===== src/design/mspf_pkg.sv =====
// shared constants, codes and types of the motor speed regulator
`timescale 1ns / 1ps
package mspf_pkg;

    localparam int TABLE_ENTRIES = 11;
    localparam int TBL_AW = $clog2(TABLE_ENTRIES);
    localparam logic [TBL_AW-1:0] TBL_LAST = TBL_AW'(TABLE_ENTRIES - 1);

    localparam int IDX_W    = 4;
    localparam int SPEED_W  = 16;
    localparam int DUTY_W   = 10;
    localparam int TGT_W    = 16;
    localparam int TICK_W   = 16;
    localparam int MS_W     = 10;
    localparam int US_W     = 20;
    localparam int MEAS_W   = 26;
    localparam int PT_W     = 32;
    localparam int PM_W     = 16;
    localparam int GAIN_W   = 32;
    localparam int PWMB_W   = 5;
    localparam int CFG_IDX_W  = 3;
    localparam int CFG_DATA_W = 32;

    localparam int ERR_W  = 27;
    localparam int DIFF_W = 28;
    localparam int DER_W  = 49;
    localparam int SUM_W  = 27;
    localparam int TOT_W  = 27;
    localparam int NOFB_W = 66;
    localparam int FF_W   = 13;
    localparam int MUL_A_W = 27;
    localparam int MUL_P_W = MUL_A_W + GAIN_W;

    localparam int DIV_NUM_W = 64;
    localparam int DIV_DEN_W = 20;
    localparam int DIV_STEPS = DIV_NUM_W / 2;
    localparam int DIV_CNT_W = $clog2(DIV_STEPS);

    // integral step |e*us| is clipped where the sum saturates anyway, then
    // scaled by 65536/1000 as floor(m * ceil(2^41/125) / 2^28)
    localparam int INC_M_W   = 21;
    localparam int RECIP_W   = 35;
    localparam int INC_P_W   = INC_M_W + RECIP_W;
    localparam int INC_SHIFT = 28;
    localparam int INC_Q_W   = INC_P_W - INC_SHIFT;
    localparam logic [INC_M_W-1:0] INC_M_MAX = 21'd2000000;
    localparam logic [RECIP_W-1:0] INC_RECIP = 35'd17592186045;

    localparam int  FRAC_W     = 16;
    localparam int  MS_SCALE   = 1000;
    localparam longint SPEED_MAX = 33554431;
    localparam longint SPEED_MIN = -33554432;
    localparam longint DER_LIM   = 64'sd140737488355328;
    localparam longint SUM_LIM   = 65536000;
    localparam longint OUT_LIM   = 67043328;
    localparam logic [PWMB_W-1:0] PWMB_MAX   = 5'd16;
    localparam logic [PWMB_W-1:0] PWMB_RESET = 5'd10;

    localparam logic CMD_TABLE   = 1'b0;
    localparam logic CMD_CONTROL = 1'b1;

    typedef enum logic [CFG_IDX_W-1:0] {
        REG_GAIN_PROP     = 3'd0,
        REG_GAIN_INTEGRAL = 3'd1,
        REG_GAIN_DERIV    = 3'd2,
        REG_PWM_BITS      = 3'd3
    } cfg_reg_t;

    typedef enum logic [4:0] {
        OP_NONE,
        OP_LOAD,
        OP_ACC,
        OP_SPD_PREP,
        OP_SPD_DONE,
        OP_ERR,
        OP_PMUL,
        OP_DER_PREP,
        OP_DER_DONE,
        OP_DLO,
        OP_DHI,
        OP_DSUM,
        OP_FF_RD0,
        OP_FF_RDL,
        OP_FF_RDN,
        OP_FF_TAKE,
        OP_FF_IPREP,
        OP_FF_IDONE,
        OP_NOFB,
        OP_INC_PREP,
        OP_INC_DONE,
        OP_IMUL,
        OP_TOTAL,
        OP_OUT
    } dp_op_t;

    typedef struct packed {
        dp_op_t op;
    } dp_cmd_t;

    typedef struct packed {
        logic pm_nz;
        logic us_zero;
        logic div_busy;
        logic cur_ge_tps;
        logic tps_ge_cur;
        logic gate_ok;
    } dp_status_t;

endpackage


===== src/design/mspf_ctrl.sv =====
// controller: sequences one item through the datapath and owns the input and output handshakes
`timescale 1ns / 1ps
module mspf_ctrl
    import mspf_pkg::*;
(
    input  logic       clk,
    input  logic       rst_n,
    input  logic       in_valid,
    input  logic       in_command,
    output logic       in_ready,
    output logic       out_valid,
    input  logic       out_ready,
    output dp_cmd_t    cmd,
    input  dp_status_t status
);

    typedef enum logic [4:0] {
        S_IDLE,
        S_ACC,
        S_SPD,
        S_SPD_WAIT,
        S_SPD_DONE,
        S_ERR,
        S_PMUL,
        S_DER,
        S_DER_WAIT,
        S_DER_DONE,
        S_DLO,
        S_DHI,
        S_DSUM,
        S_FF_R0,
        S_FF_C0,
        S_FF_CL,
        S_FF_SCAN,
        S_FF_CHK,
        S_FF_WAIT,
        S_FF_DONE,
        S_NOFB,
        S_GATE,
        S_INC_WAIT,
        S_INC_DONE,
        S_IMUL,
        S_TOTAL,
        S_OUT
    } state_t;

    state_t state_reg, state_next;
    logic   out_valid_reg, out_valid_next;

    always_comb
    begin
        state_next = state_reg;
        cmd.op     = OP_NONE;
        case (state_reg)
            S_IDLE:
            begin
                if (in_valid)
                begin
                    cmd.op = OP_LOAD;
                    state_next = (in_command == CMD_CONTROL) ? S_ACC : S_IDLE;
                end
            end
            S_ACC:
            begin
                cmd.op = OP_ACC;
                state_next = S_SPD;
            end
            S_SPD:
            begin
                if (status.pm_nz)
                begin
                    cmd.op = OP_SPD_PREP;
                    state_next = S_SPD_WAIT;
                end
                else
                begin
                    state_next = status.us_zero ? S_IDLE : S_ERR;
                end
            end
            S_SPD_WAIT:
            begin
                if (!status.div_busy)
                begin
                    state_next = S_SPD_DONE;
                end
            end
            S_SPD_DONE:
            begin
                cmd.op = OP_SPD_DONE;
                state_next = status.us_zero ? S_IDLE : S_ERR;
            end
            S_ERR:
            begin
                cmd.op = OP_ERR;
                state_next = S_PMUL;
            end
            S_PMUL:
            begin
                cmd.op = OP_PMUL;
                state_next = S_DER;
            end
            S_DER:
            begin
                cmd.op = OP_DER_PREP;
                state_next = S_DER_WAIT;
            end
            S_DER_WAIT:
            begin
                if (!status.div_busy)
                begin
                    state_next = S_DER_DONE;
                end
            end
            S_DER_DONE:
            begin
                cmd.op = OP_DER_DONE;
                state_next = S_DLO;
            end
            S_DLO:
            begin
                cmd.op = OP_DLO;
                state_next = S_DHI;
            end
            S_DHI:
            begin
                cmd.op = OP_DHI;
                state_next = S_DSUM;
            end
            S_DSUM:
            begin
                cmd.op = OP_DSUM;
                state_next = S_FF_R0;
            end
            S_FF_R0:
            begin
                cmd.op = OP_FF_RD0;
                state_next = S_FF_C0;
            end
            S_FF_C0:
            begin
                // at or below the first point
                if (status.cur_ge_tps)
                begin
                    cmd.op = OP_FF_TAKE;
                    state_next = S_NOFB;
                end
                else
                begin
                    cmd.op = OP_FF_RDL;
                    state_next = S_FF_CL;
                end
            end
            S_FF_CL:
            begin
                // at or above the last point
                if (status.tps_ge_cur)
                begin
                    cmd.op = OP_FF_TAKE;
                    state_next = S_NOFB;
                end
                else
                begin
                    cmd.op = OP_FF_RD0;
                    state_next = S_FF_SCAN;
                end
            end
            S_FF_SCAN:
            begin
                cmd.op = OP_FF_RDN;
                state_next = S_FF_CHK;
            end
            S_FF_CHK:
            begin
                if (status.cur_ge_tps)
                begin
                    cmd.op = OP_FF_IPREP;
                    state_next = S_FF_WAIT;
                end
                else
                begin
                    cmd.op = OP_FF_RDN;
                end
            end
            S_FF_WAIT:
            begin
                if (!status.div_busy)
                begin
                    state_next = S_FF_DONE;
                end
            end
            S_FF_DONE:
            begin
                cmd.op = OP_FF_IDONE;
                state_next = S_NOFB;
            end
            S_NOFB:
            begin
                cmd.op = OP_NOFB;
                state_next = S_GATE;
            end
            S_GATE:
            begin
                if (status.gate_ok)
                begin
                    cmd.op = OP_INC_PREP;
                    state_next = S_INC_WAIT;
                end
                else
                begin
                    cmd.op = OP_IMUL;
                    state_next = S_TOTAL;
                end
            end
            S_INC_WAIT:
            begin
                if (!status.div_busy)
                begin
                    state_next = S_INC_DONE;
                end
            end
            S_INC_DONE:
            begin
                cmd.op = OP_INC_DONE;
                state_next = S_IMUL;
            end
            S_IMUL:
            begin
                cmd.op = OP_IMUL;
                state_next = S_TOTAL;
            end
            S_TOTAL:
            begin
                cmd.op = OP_TOTAL;
                state_next = S_OUT;
            end
            S_OUT:
            begin
                // wait for the output register to free up
                if (!out_valid_reg || out_ready)
                begin
                    cmd.op = OP_OUT;
                    state_next = S_IDLE;
                end
            end
            default:
            begin
                state_next = S_IDLE;
            end
        endcase
    end

    always_comb
    begin
        if (cmd.op == OP_OUT)
        begin
            out_valid_next = 1'b1;
        end
        else if (out_ready)
        begin
            out_valid_next = 1'b0;
        end
        else
        begin
            out_valid_next = out_valid_reg;
        end
    end

    always_ff @(posedge clk or negedge rst_n)
    begin
        if (!rst_n)
        begin
            state_reg     <= S_IDLE;
            out_valid_reg <= 1'b0;
        end
        else
        begin
            state_reg     <= state_next;
            out_valid_reg <= out_valid_next;
        end
    end

    assign in_ready  = (state_reg == S_IDLE);
    assign out_valid = out_valid_reg;

endmodule


===== config.mk =====
export PLATFORM = sky130hd
export DESIGN_NAME = mspf_ctrl
export DESIGN_NICKNAME = d
export VERILOG_FILES = /design/src/design/mspf_pkg.sv /design/src/design/mspf_ctrl.sv
export SDC_FILE = /design/constraint.sdc
export NUM_CORES = 1
export LEC_CHECK = 0
export ABC_AREA = 1
export ABC_CLOCK_PERIOD_IN_PS = 1500
export BUFFER_PORTS_ARGS = -buffer_cell sky130_fd_sc_hd__buf_4
export CAP_MARGIN = 20
export CORE_AREA = 2 2 58 54
export DETAILED_ROUTE_END_ITERATION = 16
export DIE_AREA = 0 0 60 56
export GPL_TIMING_DRIVEN = 1
export PLACE_DENSITY_LB_ADDON = 0.12
export SLEW_MARGIN = 20
export SYNTH_ARGS = -nofsm -noshare
export SYNTH_HDL_FRONTEND = slang
export SYNTH_SLANG_ARGS = --single-unit

===== constraint.sdc =====
create_clock -name clk -period 1.5 [get_ports clk]
set_input_delay 0.3 -clock clk [delete_from_list [all_inputs] [get_ports clk]]
set_output_delay 0.3 -clock clk [all_outputs]
set_load 0.05 [all_outputs]

==> qor.yml <==
status:
  status: "finished with violations"
  violations: "negative setup slack"
clocking:
  clock-sinks: 6
  h-tree-depth: 1
  cts_buffer_depth: 2
  clk_pin_slew_worst_paths_ns: 0.06
  cts_tree: "yes"
  cts-root-buf: "clkbuf_4"
  clk_latency_ns: 0.26
  cts_inserted_buffers: 3
sta:
  fin_crit_sh: 1.38
  rsz0062_at_grt: "true"
  fin_skew_ns: 0.00231
  slew_headroom: 0.821
  setup_ws_ns: -0.568
  hold_viol: 0
  finalSetupViolCount: 11
  tightest_slew_ns: 0.267
  fmax_mhz: 483
  period_needed_ns: 2.07
  slew_violations: 0
global_route:
  grt_util_all_layers: 0.280
  grtUsageMet2: 0.430
  use_met3: 0.0488
  antenna_found_initial: 0
  grt_overflow: 0
  grt_pass1_vias: 1478
  grt_pass1_wl_um: 7100
  met1_usage: 0.394
  busiest_layer: "met2"
  grt_max_degree: 8
finish:
  seqCellArea_sq_um: 158
  areaGrowthSynthToFinish_pct: 114
  multiInputGateArea_sq_um: 1000
  fillerInstances: 178
  final_common_cell: "buf_4"
  final_cell_mix: "buf_4, nand2_1, nor2_1"
  largest_reg_flops: 5
  drive_gt1_frac: 0.585
  num_antenna_cells: 0
  fin_nets: 270
synthesis:
  synth_top_area_frac: 0.250
  syn_avg_cell_area_sq_um: 5.09
  synthTopCellsByArea: "nand2_1, dfrtp_1, nand3_1"
  synth_area_sq_um: 931
  synth_area_leader_cell: "nand2_1"
  syn_inst: 183
  ys_seq_area_frac: 0.161
  synth_cell_types: 21
  syn_nets: 194
  ys_warn_count: 0
  synth-seq-cells: 6
worst_setup_path:
  endpoint_kind: "primary output"
  start_kind: "register"
  slowest_stage: "dfrtp_2"
  cp.required_ns: 1.20
  cp.arrival_ns: 1.77
  worstPathMaxFanout: 5
  crit_type: "register to primary output"
  crit_chain: "buf_6 -> nor2_4 -> inv_2 -> nor2_4 -> nand2_2 -> nand2_2 -> nor3_4 -> nand3_4 -> buf_8"
  critical-path-max-stage-delay_ns: 0.46
placed_design:
  place.detailed.hpwl_um: 3220
  dp_slack_ns: -0.242
  gp_congestion: 0.955
  io_buffers: 17
power:
  powerDensity_mw_per_mm2: 1740
  leakagePower_nw: 1.13
  p_total_w: 0.00346
  ir_drop_mv: 1.01
route:
  ant_nets: 0
  drt_pre_antenna_iters: 5
  avgRoutedWirePerCell_um: 16.4
  drc: 0
  wl_um: 4890
  drt-initial-drc-count: 186
  vias_per_cell: 5.59
  vias: 1665
floorplan:
  core_sq_mm: 0.00273
  die_h_um: 56
  die_w_um: 60
  start_util: 0.342
  io_pins: 18
  rows: 18
  die_area_sq_mm: 0.00336
run:
  drv_cap: 0
worst_hold_path:
  hp-class: "input port to register"
[Yosys cell counts]
cell type	count
nand2_1	62
nor2_1	32
nand3_1	30
inv_1	20
nor3_1	8
dfrtp_1	6
nor2_2	6
inv_2	3
nand4_1	3
a21oi_1	2
a21oi_2	1
buf_2	1
nand2_2	1
nand2b_2	1
nand3_2	1
nand3b_1	1
nor2_4	1
nor3b_1	1
o211ai_1	1
o21ai_1	1
o31ai_1	1
[routing by layer]
metal,wire (um),up-vias
met5,0,-
met4,130,0
met3,532,16
met2,2310,120
met1,1920,787
li1,-,742
[path summary, 6_finish.rpt]
path | startpoint | to | slack [ns] | cells after the start
worst max-delay path | state_reg[2] | cmd[2] | -0.57 | 9
worst min-delay path | out_ready | out_valid | 0.32 | 4
worst max register to register | state_reg[2] | state_reg[3] | -0.27 | 10
worst min register to register | out_valid | out_valid | 0.55 | 2
max in group asynchronous | rst_n | state_reg[4] | 0.96 | 2
min in group asynchronous | rst_n | state_reg[2] | 0.40 | 2
[cell families after synthesis]
family | after synthesis | share of synthesized area
simple gates | 147 | 0.699
buf+inv | 24 | 0.0981
flops | 6 | 0.161
compound gates | 6 | 0.0417
[repair_timing]
action,CTS,global route
hold buffers,1,0
gates cloned,1,0
endpoints found under the hold margin,6,0
setup endpoints to repair,11,11
setup buffers,1,9
pin swaps,10,22
gates resized for setup,34,43
[stage by stage]
stage	cells	setup TNS (ns)	cell area, sq um	hold WS (ns)	util
2_1_floorplan	183	-1.16	1030	0.00441	-
3_3_place_gp	282	-2.15	1550	0.113	0.570
3_5_place_dp	282	-1.84	1550	0.117	0.570
4_1_cts	289	-3.22	1750	0.318	0.643
5_1_grt	298	-4.84	1990	0.340	0.731
6_report	298	-4.27	1990	0.320	0.731
[worst max-delay path, delay by kind of cell, from the launching register on]
kind,cells,cell delay (ns)
AND/OR/NAND/NOR,6,0.66
buffers and inverters,3,0.37
flip-flops,1,0.46
[cell type report]
type	count	share of cell area
clock buffer	4	0.0132
inverter	23	0.0459
multi-input combinational	153	0.502
sequential	6	0.0791
tap	40	0.0251
timing repair buffer	72	0.335
[power by group]
part / internal [W] / total (W) / switching, W
Clock: 0.000102 / 0.000183 / 0.0000811
Sequential: 0.000225 / 0.000358 / 0.000134
Combinational: 0.00129 / 0.00292 / 0.00163
Total: 0.00162 / 0.00346 / 0.00184
Note: power is estimated with default switching activity, not from simulation.
